### config.mk
export PLATFORM = sky130hd
export DESIGN_NAME = triangle_tangent_generator_core
export DESIGN_NICKNAME = d
export VERILOG_FILES = /design/src/rtl/ttg_pkg.sv /design/src/rtl/ttg_mul.sv /design/src/rtl/ttg_div.sv /design/src/rtl/ttg_ctrl.sv /design/src/rtl/triangle_tangent_generator_core.sv
export SDC_FILE = /design/constraint.sdc
export NUM_CORES = 2
export LEC_CHECK = 0
export ABC_AREA = 1
export BUFFER_PORTS_ARGS = -buffer_cell sky130_fd_sc_hd__buf_2
export CAP_MARGIN = 20
export CORE_AREA = 2 2 513 515
export DETAILED_ROUTE_END_ITERATION = 6
export DIE_AREA = 0 0 515 517
export PLACE_DENSITY_LB_ADDON = 0.12
export RECOVER_POWER = 100
export SETUP_SLACK_MARGIN = 0.05
export SYNTH_ARGS = -nofsm -noshare
export SYNTH_HDL_FRONTEND = slang
export SYNTH_SLANG_ARGS = --single-unit
### constraint.sdc
create_clock -name clk -period 10.25 [get_ports clk]
set_input_delay 0.5125 -clock clk [delete_from_list [all_inputs] [get_ports clk]]
set_output_delay 0.5125 -clock clk [all_outputs]
set_load 0.05 [all_outputs]
### src/rtl/ttg_pkg.sv
// ttg_pkg: widths, state encodings and the control word of the triangle tangent generator
// no dependencies; imported by every module of the block

package ttg_pkg;

	localparam int POS_W     = 32;             // Q16.16 position and tangent
	localparam int UV_W      = 18;             // Q4.14 texture coordinate
	localparam int UVD_W     = UV_W + 1;       // texture coordinate delta
	localparam int EDGE_W    = POS_W + 1;      // position edge
	localparam int PROD_W    = EDGE_W + UVD_W; // shared multiplier product
	localparam int NUM_W     = PROD_W + 1;     // numerator per axis
	localparam int NMAG_W    = PROD_W;         // numerator magnitude
	localparam int DEN_W     = 2 * UVD_W + 1;  // uv determinant
	localparam int DMAG_W    = DEN_W - 1;      // determinant magnitude
	localparam int REM_W     = DMAG_W + 1;     // divider partial remainder
	localparam int TAN_SHIFT = 14;             // uv fraction bits kept in the quotient
	localparam int QUO_W     = POS_W - 1;      // quotient bits below saturation
	localparam int SAT_SHIFT = QUO_W - TAN_SHIFT;
	localparam int CNT_W     = 5;              // divider step counter
	localparam int AXES      = 3;

	localparam logic [1:0] CORNER_FIRST  = 2'd0;
	localparam logic [1:0] CORNER_SECOND = 2'd1;
	localparam logic [1:0] AXIS_LAST     = 2'd2;
	localparam logic [1:0] OIDX_LAST     = 2'd2;

	localparam logic [POS_W-1:0] SAT_MAG = {1'b1, {(POS_W-1){1'b0}}};
	localparam logic [POS_W-1:0] POS_MAX = {1'b0, {(POS_W-1){1'b1}}};

	typedef logic signed [POS_W-1:0]  pos_t;
	typedef logic signed [UV_W-1:0]   uv_t;
	typedef logic signed [UVD_W-1:0]  uvd_t;
	typedef logic signed [EDGE_W-1:0] edge_t;
	typedef logic signed [PROD_W-1:0] prod_t;

	typedef enum logic [3:0] {
		ST_IDLE,
		ST_DEN_A,
		ST_DEN_B,
		ST_DEN_S,
		ST_DEN_ABS,
		ST_EDGE,
		ST_NUM_A,
		ST_NUM_B,
		ST_NUM_S,
		ST_NUM_ABS,
		ST_DIV_GO,
		ST_DIV_WAIT,
		ST_OUT
	} ttg_state_t;

	typedef enum logic [1:0] {
		DV_IDLE,
		DV_PREP,
		DV_ITER,
		DV_ROUND
	} ttg_div_state_t;

	typedef enum logic [1:0] {
		MS_DEN_A,
		MS_DEN_B,
		MS_NUM_A,
		MS_NUM_B
	} mul_sel_t;

	typedef struct packed {
		logic       in_ready;
		logic       store0;
		logic       store1;
		logic       take_third;
		logic       mul_en;
		mul_sel_t   mul_sel;
		logic       acc_load;
		logic       den_sub;
		logic       den_abs;
		logic       edge_ld;
		logic       num_sub;
		logic       num_abs;
		logic       div_start;
		logic       tan_ld;
		logic       out_valid;
		logic       last;
		logic [1:0] oidx;
	} ttg_ctrl_t;

endpackage

### src/rtl/ttg_mul.sv
// ttg_mul: shared signed multiplier with a registered product
// depends on ttg_pkg

module ttg_mul import ttg_pkg::*; (
	input  logic  clk,
	input  logic  en,
	input  edge_t a,
	input  uvd_t  b,
	output prod_t prod
);

	prod_t prod_q;

	always_ff @(posedge clk) begin
		if (en) begin
			prod_q <= PROD_W'(a) * PROD_W'(b);
		end
	end

	assign prod = prod_q;

endmodule

### src/rtl/ttg_div.sv
// ttg_div: iterative restoring divider, one quotient bit per cycle, with rounding
// and saturation of the signed Q16.16 result; depends on ttg_pkg

module ttg_div import ttg_pkg::*; (
	input  logic              clk,
	input  logic              arst_n,
	input  logic              start,
	input  logic [NMAG_W-1:0] nmag,
	input  logic [DMAG_W-1:0] dmag,
	input  logic              neg,
	output logic              done,
	output logic [POS_W-1:0]  quo
);

	ttg_div_state_t state_q, state_d;

	logic [NMAG_W-1:0] n_q;
	logic [DMAG_W-1:0] d_q;
	logic              neg_q;
	logic              sat_q;
	logic [REM_W-1:0]  rem_q;
	logic [QUO_W-1:0]  low_q;
	logic [CNT_W-1:0]  cnt_q;

	logic [DMAG_W+SAT_SHIFT-1:0] n_ext, d_ext;
	logic                        sat;
	logic [REM_W-1:0]            trial;
	logic [REM_W:0]              diff;
	logic                        ge;
	logic                        rnd;
	logic [POS_W-1:0]            mag;

	// overflow when n * 2^14 / d reaches 2^31
	assign n_ext = (DMAG_W+SAT_SHIFT)'(n_q);
	assign d_ext = {d_q, {SAT_SHIFT{1'b0}}};
	assign sat   = n_ext >= d_ext;

	assign trial = {rem_q[REM_W-2:0], low_q[QUO_W-1]};
	assign diff  = {1'b0, trial} - {2'b00, d_q};
	assign ge    = !diff[REM_W];

	// round half away from zero on the magnitude
	assign rnd = {rem_q, 1'b0} >= {2'b00, d_q};
	assign mag = sat_q ? SAT_MAG : {1'b0, low_q} + POS_W'(rnd);

	always_comb begin
		state_d = state_q;
		unique case (state_q)
			DV_IDLE:  if (start) state_d = DV_PREP;
			DV_PREP:  state_d = sat ? DV_ROUND : DV_ITER;
			DV_ITER:  if (cnt_q == '0) state_d = DV_ROUND;
			DV_ROUND: state_d = DV_IDLE;
			default:  state_d = DV_IDLE;
		endcase
	end

	always_comb begin
		done = 1'b0;
		quo  = '0;
		unique case (state_q)
			DV_ROUND: begin
				done = 1'b1;
				if (neg_q) begin
					quo = -mag;
				end else begin
					quo = mag[POS_W-1] ? POS_MAX : mag;
				end
			end
			default: ;
		endcase
	end

	always_ff @(posedge clk or negedge arst_n) begin
		if (!arst_n) begin
			state_q <= DV_IDLE;
		end else begin
			state_q <= state_d;
		end
	end

	always_ff @(posedge clk) begin
		unique case (state_q)
			DV_IDLE: begin
				if (start) begin
					n_q   <= nmag;
					d_q   <= dmag;
					neg_q <= neg;
				end
			end
			DV_PREP: begin
				sat_q <= sat;
				rem_q <= REM_W'(n_q[NMAG_W-1:SAT_SHIFT]);
				low_q <= {n_q[SAT_SHIFT-1:0], {TAN_SHIFT{1'b0}}};
				cnt_q <= CNT_W'(QUO_W - 1);
			end
			DV_ITER: begin
				rem_q <= ge ? diff[REM_W-1:0] : trial;
				low_q <= {low_q[QUO_W-2:0], ge};
				cnt_q <= cnt_q - CNT_W'(1);
			end
			default: ;
		endcase
	end

	a_start_idle: assert property (@(posedge clk) disable iff (!arst_n)
		start |-> state_q == DV_IDLE)
		else $error("divider started while busy");

	a_rem_bound: assert property (@(posedge clk) disable iff (!arst_n)
		state_q == DV_ITER |-> rem_q < REM_W'(d_q))
		else $error("partial remainder not below divisor");

	a_round_once: assert property (@(posedge clk) disable iff (!arst_n)
		state_q == DV_ROUND |=> state_q == DV_IDLE)
		else $error("divider result held for more than one cycle");

endmodule

### src/rtl/ttg_ctrl.sv
// ttg_ctrl: sequencer of the tangent generator; corner count, axis and output index
// depends on ttg_pkg

module ttg_ctrl import ttg_pkg::*; (
	input  logic      clk,
	input  logic      arst_n,
	input  logic      in_valid,
	input  logic      out_ready,
	input  logic      degen,
	input  logic      div_done,
	output ttg_ctrl_t ctrl
);

	ttg_state_t state_q, state_d;
	logic [1:0] cnt_q;
	logic [1:0] axis_q;
	logic [1:0] oidx_q;
	logic       in_acc;

	always_comb begin
		state_d = state_q;
		unique case (state_q)
			ST_IDLE:     if (in_valid && cnt_q[1]) state_d = ST_DEN_A;
			ST_DEN_A:    state_d = ST_DEN_B;
			ST_DEN_B:    state_d = ST_DEN_S;
			ST_DEN_S:    state_d = ST_DEN_ABS;
			ST_DEN_ABS:  state_d = degen ? ST_OUT : ST_EDGE;
			ST_EDGE:     state_d = ST_NUM_A;
			ST_NUM_A:    state_d = ST_NUM_B;
			ST_NUM_B:    state_d = ST_NUM_S;
			ST_NUM_S:    state_d = ST_NUM_ABS;
			ST_NUM_ABS:  state_d = ST_DIV_GO;
			ST_DIV_GO:   state_d = ST_DIV_WAIT;
			ST_DIV_WAIT: begin
				if (div_done) state_d = (axis_q == AXIS_LAST) ? ST_OUT : ST_EDGE;
			end
			ST_OUT:      if (out_ready && oidx_q == OIDX_LAST) state_d = ST_IDLE;
			default:     state_d = ST_IDLE;
		endcase
	end

	always_comb begin
		ctrl      = '0;
		ctrl.oidx = oidx_q;
		ctrl.last = oidx_q == OIDX_LAST;
		unique case (state_q)
			ST_IDLE:     ctrl.in_ready = 1'b1;
			ST_DEN_A: begin
				ctrl.mul_en  = 1'b1;
				ctrl.mul_sel = MS_DEN_A;
			end
			ST_DEN_B: begin
				ctrl.mul_en   = 1'b1;
				ctrl.mul_sel  = MS_DEN_B;
				ctrl.acc_load = 1'b1;
			end
			ST_DEN_S:    ctrl.den_sub = 1'b1;
			ST_DEN_ABS:  ctrl.den_abs = 1'b1;
			ST_EDGE:     ctrl.edge_ld = 1'b1;
			ST_NUM_A: begin
				ctrl.mul_en  = 1'b1;
				ctrl.mul_sel = MS_NUM_A;
			end
			ST_NUM_B: begin
				ctrl.mul_en   = 1'b1;
				ctrl.mul_sel  = MS_NUM_B;
				ctrl.acc_load = 1'b1;
			end
			ST_NUM_S:    ctrl.num_sub = 1'b1;
			ST_NUM_ABS:  ctrl.num_abs = 1'b1;
			ST_DIV_GO:   ctrl.div_start = 1'b1;
			ST_DIV_WAIT: ctrl.tan_ld = div_done;
			ST_OUT: begin
				// first two corners of the next triangle may come in while results drain
				ctrl.out_valid = 1'b1;
				ctrl.in_ready  = !cnt_q[1];
			end
			default: ;
		endcase
		in_acc          = in_valid && ctrl.in_ready;
		ctrl.store0     = in_acc && cnt_q == CORNER_FIRST;
		ctrl.store1     = in_acc && cnt_q == CORNER_SECOND;
		ctrl.take_third = in_acc && cnt_q[1];
	end

	always_ff @(posedge clk or negedge arst_n) begin
		if (!arst_n) begin
			state_q <= ST_IDLE;
			cnt_q   <= '0;
			axis_q  <= '0;
			oidx_q  <= '0;
		end else begin
			state_q <= state_d;
			if (in_acc) begin
				cnt_q <= cnt_q[1] ? 2'd0 : cnt_q + 2'd1;
			end
			if (ctrl.den_abs) begin
				axis_q <= '0;
			end else if (ctrl.tan_ld) begin
				axis_q <= axis_q + 2'd1;
			end
			if (ctrl.out_valid && out_ready) begin
				oidx_q <= (oidx_q == OIDX_LAST) ? 2'd0 : oidx_q + 2'd1;
			end
		end
	end

	a_cnt_range: assert property (@(posedge clk) disable iff (!arst_n)
		cnt_q != 2'd3)
		else $error("corner count out of range");

	a_done_wait: assert property (@(posedge clk) disable iff (!arst_n)
		div_done |-> state_q == ST_DIV_WAIT)
		else $error("divider finished outside the wait state");

	a_third_starts: assert property (@(posedge clk) disable iff (!arst_n)
		ctrl.take_third |=> state_q == ST_DEN_A)
		else $error("third corner did not start the determinant");

	a_last_word: assert property (@(posedge clk) disable iff (!arst_n)
		(state_q == ST_OUT && out_ready && oidx_q == OIDX_LAST) |=> state_q == ST_IDLE)
		else $error("results continued past the last corner");

endmodule

### src/rtl/triangle_tangent_generator_core.sv
// triangle_tangent_generator_core: per-triangle tangent from positions and uv
// first and second corners are only stored; the third starts the determinant work, then
// per axis 5 multiply/subtract steps and the one-bit-per-cycle divider; a zero determinant
// skips the axes and gives zero tangents flagged degenerate; results go out as three words,
// one per corner; the next triangle's first two corners may be stored while they drain
// arst_n clears the sequencer, corner count and handshakes; held corners need no reset

module triangle_tangent_generator_core import ttg_pkg::*; (
	input  logic             clk,
	input  logic             arst_n,
	input  logic             in_valid,
	output logic             in_ready,
	input  pos_t             pos_x,
	input  pos_t             pos_y,
	input  pos_t             pos_z,
	input  uv_t              tex_u,
	input  uv_t              tex_v,
	output logic             out_valid,
	input  logic             out_ready,
	output pos_t             tangent_x,
	output pos_t             tangent_y,
	output pos_t             tangent_z,
	output logic             degenerate,
	output logic [1:0]       corner_index,
	output logic             last_of_run
);

	ttg_ctrl_t ctrl;

	pos_t held0_q [AXES];
	pos_t held1_q [AXES];
	pos_t p2_q    [AXES];
	uv_t  u0_q, v0_q, u1_q, v1_q;
	uvd_t du1_q, dv1_q, du2_q, dv2_q;

	edge_t             e1_q, e2_q;
	prod_t             acc_q;
	logic [DEN_W-1:0]  den_q;
	logic              den_sign_q;
	logic [DMAG_W-1:0] dmag_q;
	logic [NUM_W-1:0]  num_q;
	logic [NMAG_W-1:0] nmag_q;
	logic              neg_q;
	pos_t              tan_q [AXES];
	logic              degen_q;

	edge_t             mul_a;
	uvd_t              mul_b;
	prod_t             prod;
	prod_t             den_diff;
	logic [DEN_W-1:0]  den_negv;
	logic [NUM_W-1:0]  num_negv;
	logic              degen;
	logic              div_done;
	logic [POS_W-1:0]  quo;

	ttg_ctrl u_ctrl (
		.clk       (clk),
		.arst_n    (arst_n),
		.in_valid  (in_valid),
		.out_ready (out_ready),
		.degen     (degen),
		.div_done  (div_done),
		.ctrl      (ctrl)
	);

	always_comb begin
		unique case (ctrl.mul_sel)
			MS_DEN_A: begin
				mul_a = {{(EDGE_W-UVD_W){du1_q[UVD_W-1]}}, du1_q};
				mul_b = dv2_q;
			end
			MS_DEN_B: begin
				mul_a = {{(EDGE_W-UVD_W){dv1_q[UVD_W-1]}}, dv1_q};
				mul_b = du2_q;
			end
			MS_NUM_A: begin
				mul_a = e1_q;
				mul_b = dv2_q;
			end
			MS_NUM_B: begin
				mul_a = e2_q;
				mul_b = dv1_q;
			end
			default: begin
				mul_a = e1_q;
				mul_b = dv2_q;
			end
		endcase
	end

	ttg_mul u_mul (
		.clk  (clk),
		.en   (ctrl.mul_en),
		.a    (mul_a),
		.b    (mul_b),
		.prod (prod)
	);

	ttg_div u_div (
		.clk    (clk),
		.arst_n (arst_n),
		.start  (ctrl.div_start),
		.nmag   (nmag_q),
		.dmag   (dmag_q),
		.neg    (neg_q),
		.done   (div_done),
		.quo    (quo)
	);

	assign den_diff = acc_q - prod;
	assign den_negv = -den_q;
	assign num_negv = -num_q;
	assign degen    = den_q == '0;

	always_ff @(posedge clk) begin
		if (ctrl.store0) begin
			held0_q[0] <= pos_x;
			held0_q[1] <= pos_y;
			held0_q[2] <= pos_z;
			u0_q       <= tex_u;
			v0_q       <= tex_v;
		end
		if (ctrl.store1) begin
			held1_q[0] <= pos_x;
			held1_q[1] <= pos_y;
			held1_q[2] <= pos_z;
			u1_q       <= tex_u;
			v1_q       <= tex_v;
		end
		if (ctrl.take_third) begin
			p2_q[0] <= pos_x;
			p2_q[1] <= pos_y;
			p2_q[2] <= pos_z;
			du1_q   <= {u1_q[UV_W-1], u1_q} - {u0_q[UV_W-1], u0_q};
			dv1_q   <= {v1_q[UV_W-1], v1_q} - {v0_q[UV_W-1], v0_q};
			du2_q   <= {tex_u[UV_W-1], tex_u} - {u0_q[UV_W-1], u0_q};
			dv2_q   <= {tex_v[UV_W-1], tex_v} - {v0_q[UV_W-1], v0_q};
		end
		// edges of the current axis always sit at index 0; rotate after use
		if (ctrl.edge_ld) begin
			e1_q <= {held1_q[0][POS_W-1], held1_q[0]} - {held0_q[0][POS_W-1], held0_q[0]};
			e2_q <= {p2_q[0][POS_W-1], p2_q[0]} - {held0_q[0][POS_W-1], held0_q[0]};
			for (int k = 0; k < AXES - 1; k++) begin
				held0_q[k] <= held0_q[k+1];
				held1_q[k] <= held1_q[k+1];
				p2_q[k]    <= p2_q[k+1];
			end
			held0_q[AXES-1] <= held0_q[0];
			held1_q[AXES-1] <= held1_q[0];
			p2_q[AXES-1]    <= p2_q[0];
		end
		if (ctrl.acc_load) begin
			acc_q <= prod;
		end
		if (ctrl.den_sub) begin
			den_q <= den_diff[DEN_W-1:0];
		end
		if (ctrl.den_abs) begin
			den_sign_q <= den_q[DEN_W-1];
			dmag_q     <= den_q[DEN_W-1] ? den_negv[DMAG_W-1:0] : den_q[DMAG_W-1:0];
			degen_q    <= degen;
			if (degen) begin
				for (int k = 0; k < AXES; k++) begin
					tan_q[k] <= '0;
				end
			end
		end
		if (ctrl.num_sub) begin
			num_q <= {acc_q[PROD_W-1], acc_q} - {prod[PROD_W-1], prod};
		end
		if (ctrl.num_abs) begin
			nmag_q <= num_q[NUM_W-1] ? num_negv[NMAG_W-1:0] : num_q[NMAG_W-1:0];
			neg_q  <= num_q[NUM_W-1] ^ den_sign_q;
		end
		// axes finish in x, y, z order and shift down
		if (ctrl.tan_ld) begin
			for (int k = 0; k < AXES - 1; k++) begin
				tan_q[k] <= tan_q[k+1];
			end
			tan_q[AXES-1] <= quo;
		end
	end

	assign in_ready     = ctrl.in_ready;
	assign out_valid    = ctrl.out_valid;
	assign tangent_x    = tan_q[0];
	assign tangent_y    = tan_q[1];
	assign tangent_z    = tan_q[2];
	assign degenerate   = degen_q;
	assign corner_index = ctrl.oidx;
	assign last_of_run  = ctrl.last;

endmodule
==> results.json <==
{
  "power_leakage_nw": 38.2,
  "ys_warn_count": 0,
  "port_buffers": 237,
  "place_ws_ns": 1.35,
  "worstMarginPinSlew_ns": 4.23,
  "period_share": 0.927,
  "nNetsFinal": 9936,
  "worstRegToRegCells": 31,
  "grt_pass1_vias": 61100,
  "ys_ff_latch": 1066,
  "grt_pass1_wl_mm": 387,
  "cp-end-kind": "flip-flop",
  "min_period_ns": 9.50,
  "hold_violations": 0,
  "final_cell_mix": "1904 x nand2_1, 1408 x inv_1, 1054 x edfxtp_1, 912 x nor2_1, 615 x fa_1",
  "drt-initial-drc-count": 3855,
  "r2r_slack_ns": 0.75,
  "slew_viol_final": 1536,
  "status": "finished with violations",
  "critPathLaunchType": "flip-flop",
  "clock.fmax_mhz": 105,
  "powerDensity_nw_per_um2": 215,
  "critical_path.max_fanout": 45,
  "synth_seq_area_share": 0.409,
  "wl_per_cell_um": 20.9,
  "drt_first_pass_iters": 6,
  "clockBufferDepth": 4,
  "hold_class": "input port to flip-flop",
  "arrival_ns": 10.11,
  "area.growth.synth_to_final_pct": 13.0,
  "die_w_um": 515,
  "antenna_left": 0,
  "r2r-start": "u_ctrl.state_q[2]",
  "vias": 58200,
  "r2r_end": "u_mul.prod[37]",
  "nFillCells": 27100,
  "cp_slowest_cell": "clkbuf_1",
  "routabilityCongestion": 0.936,
  "cts_tree": "built",
  "final.setup.tns_ns": 0,
  "final.setup_skew_ns": 0.0574,
  "seqCellArea_um2": 32000,
  "synth_cells": 8419,
  "hp-start": "pos_y[11]",
  "hold_ws_ns": 0.0513,
  "pin_count": 238,
  "grt_max_degree": 180,
  "p_total_mw": 18.9,
  "syn-cell-area_um2": 78000,
  "slowest_delay_ns": 0.71,
  "drc_errors": 0,
  "hpwlAfterDp_mm": 207,
  "setup_ws_ns": 0.749,
  "drive_gt1_frac": 0.0536,
  "dieArea_um2": 266000,
  "peakVddDrop_mv": 0.198,
  "core_area_um2": 261000,
  "async_reset_ff_frac": 0.0113,
  "violations": "capacitance limit, slew limit",
  "rsz0062_at_grt": "no",
  "cp.required_ns": 10.86,
  "synth_edf_count": 1054,
  "cts_setup_buffers": 0,
  "htreeDepth": 4,
  "clk_pin_slew_ns": 0.06,
  "critPathKind": "flip-flop to flip-flop",
  "whs_endpoint": "p2_q[0][43]",
  "synth_area_per_cell_um2": 9.27,
  "numCtsBuffers": 141,
  "routed_via_density": 4.74,
  "cts_root_buffer": "clkbuf_16",
  "slew-limit-headroom": -1.82,
  "clk_latency_ns": 0.81,
  "setup_violations": 0,
  "synth_nets": 9584,
  "synth-main-ff-cell": "edfxtp_1",
  "ys_types": 65,
  "num_rows": 188,
  "max-cap-violations": 30,
  "start_util": 0.299,
  "multiInputGateArea_um2": 39900,
  "clock-sinks": 1066,
  "die_height_um": 517,
  "layout_commonest_cell": "nand2_1",
  "grt_overflow": 0,
  "gr-usage-all-layers": 0.192,
  "worstHoldPathCells": 3,
  "drt_wl_total_mm": 257,
  "antenna_found_initial": 2
}
## metal layers
metal	routed length (um)	track usage	vias up
met5	0	0	-
met4	10200	0.0701	0
met3	10700	0.0222	371
met2	125000	0.335	1485
met1	111000	0.245	28500
li1	-	-	27900
## registers in the layout, indices dropped and copies added, names as in the netlist, 19 cells and up
register / cells
acc_q: 52
den_q: 39
dmag_q: 38
du1_q: 19
du2_q: 19
dv1_q: 19
dv2_q: 19
e1_q: 33
e2_q: 33
held0_q: 96
held1_q: 96
nmag_q: 52
num_q: 53
p2_q: 96
tan_q: 96
u_div.d_q: 38
u_div.low_q: 31
u_div.n_q: 52
u_div.rem_q: 39
u_mul.prod: 52
## report_power, final
group / internal (mW) / total, mW / switching, mW
clock: 2.87 / 4.80 / 1.93
combinational: 2.91 / 8.68 / 5.77
sequential: 5.38 / 5.47 / 0.0857
## worst max-delay path by stage
| stage | end | depth (start not counted) | start |
|---|---|---|---|
| 6_report | u_mul.prod[37] | 31 | u_ctrl.state_q[2] |
| 2_1_floorplan | held1_q[0][0] | 9 | u_ctrl.state_q[1] |
| 3_3_place_gp | u_mul.prod[43] | 30 | u_ctrl.state_q[2] |
| 4_1_cts | u_mul.prod[43] | 30 | u_ctrl.state_q[2] |
| 5_1_grt | u_mul.prod[39] | 33 | u_ctrl.state_q[2] |
| 3_5_place_dp | u_mul.prod[43] | 30 | u_ctrl.state_q[2] |
## repair_timing
item / in CTS / in global routing
setup endpoints to repair: 0 / 0
gates resized for setup: 0 / 0
hold endpoints to repair: 134 / 0
hold buffers: 61 / 0
## cells in the mapped netlist, types with 5 or more instances
library cell | number | area share
o21ai_1 | 18 | 0.0012
nand2_1 | 1903 | 0.092
o21ai_0 | 347 | 0.022
o21bai_1 | 35 | 0.0034
o31ai_1 | 8 | 0.00077
a21boi_0 | 18 | 0.0017
or2_2 | 13 | 0.0010
inv_2 | 28 | 0.0013
nor3_1 | 64 | 0.0041
nand2_2 | 11 | 0.00088
xnor2_1 | 117 | 0.013
nor2_1 | 918 | 0.044
xor2_1 | 218 | 0.024
a21o_1 | 36 | 0.0035
nand3b_1 | 11 | 0.0011
a221oi_1 | 8 | 0.00090
o211ai_1 | 24 | 0.0023
buf_4 | 11 | 0.0011
nand4_1 | 79 | 0.0063
nand3_2 | 6 | 0.00077
clkinv_1 | 8 | 0.00038
nor2_2 | 19 | 0.0015
buf_2 | 81 | 0.0052
nor2_4 | 5 | 0.00072
fa_1 | 615 | 0.16
a22o_1 | 29 | 0.0033
a21oi_1 | 408 | 0.026
o2111ai_1 | 9 | 0.0010
buf_1 | 10 | 0.00048
and3_1 | 5 | 0.00040
nand3_1 | 232 | 0.015
ha_1 | 414 | 0.066
o21a_1 | 17 | 0.0016
a31oi_1 | 37 | 0.0030
o22ai_1 | 7 | 0.00056
edfxtp_1 | 1054 | 0.41
o21ai_2 | 18 | 0.0020
dfrtp_1 | 12 | 0.0038
clkbuf_1 | 87 | 0.0042
inv_1 | 1405 | 0.068
nor4_1 | 37 | 0.0030
## final cells by class
cell class | instances | share of cell area
Multi-Input combinational cell | 5722 | 0.452
Antenna cell | 1 | 0.0000284
Clock buffer | 172 | 0.0421
Timing Repair Buffer | 398 | 0.0258
Tap cell | 3420 | 0.0485
Sequential cell | 1066 | 0.362
Clock inverter | 68 | 0.00771
Inverter | 1442 | 0.0615
## per-stage QoR
| step | utilization | instances | instance area [um2] |
|---|---|---|---|
| global route | 0.338 | 12300 | 88200 |
| global placement | 0.320 | 12000 | 83600 |
| finish | 0.338 | 12300 | 88200 |
| detailed placement | 0.320 | 12000 | 83600 |
| floorplan | - | 8419 | 78000 |
| CTS | 0.339 | 12300 | 88600 |
## critical path, delay by kind of cell, from the launching register on
kind / cells / cell delay (ns)
AOI/OAI and AO/OA: 4 / 1.02
xor gates and xnor gates: 1 / 0.21
adders and majority gates: 8 / 4.02
buffers and inverters: 10 / 2.37
DFF: 1 / 0.41
and+or+nand+nor: 8 / 1.25
## logic make-up (layout without fill, tap and decap cells)
| logic type | Yosys count | count (layout) | synth area share |
|---|---|---|---|
| and+or+nand+nor | 3318 | 3318 | 0.172 |
| buffers and inverters | 1631 | 2080 | 0.0803 |
| xor gates and xnor gates | 335 | 335 | 0.0376 |
| other | 0 | 1 | 0 |
| AOI/OAI and AO/OA | 1040 | 1040 | 0.0764 |
| DFF | 1066 | 1066 | 0.409 |
| adders and majority gates | 1029 | 1029 | 0.224 |
Power figures use the tool's default switching activity.
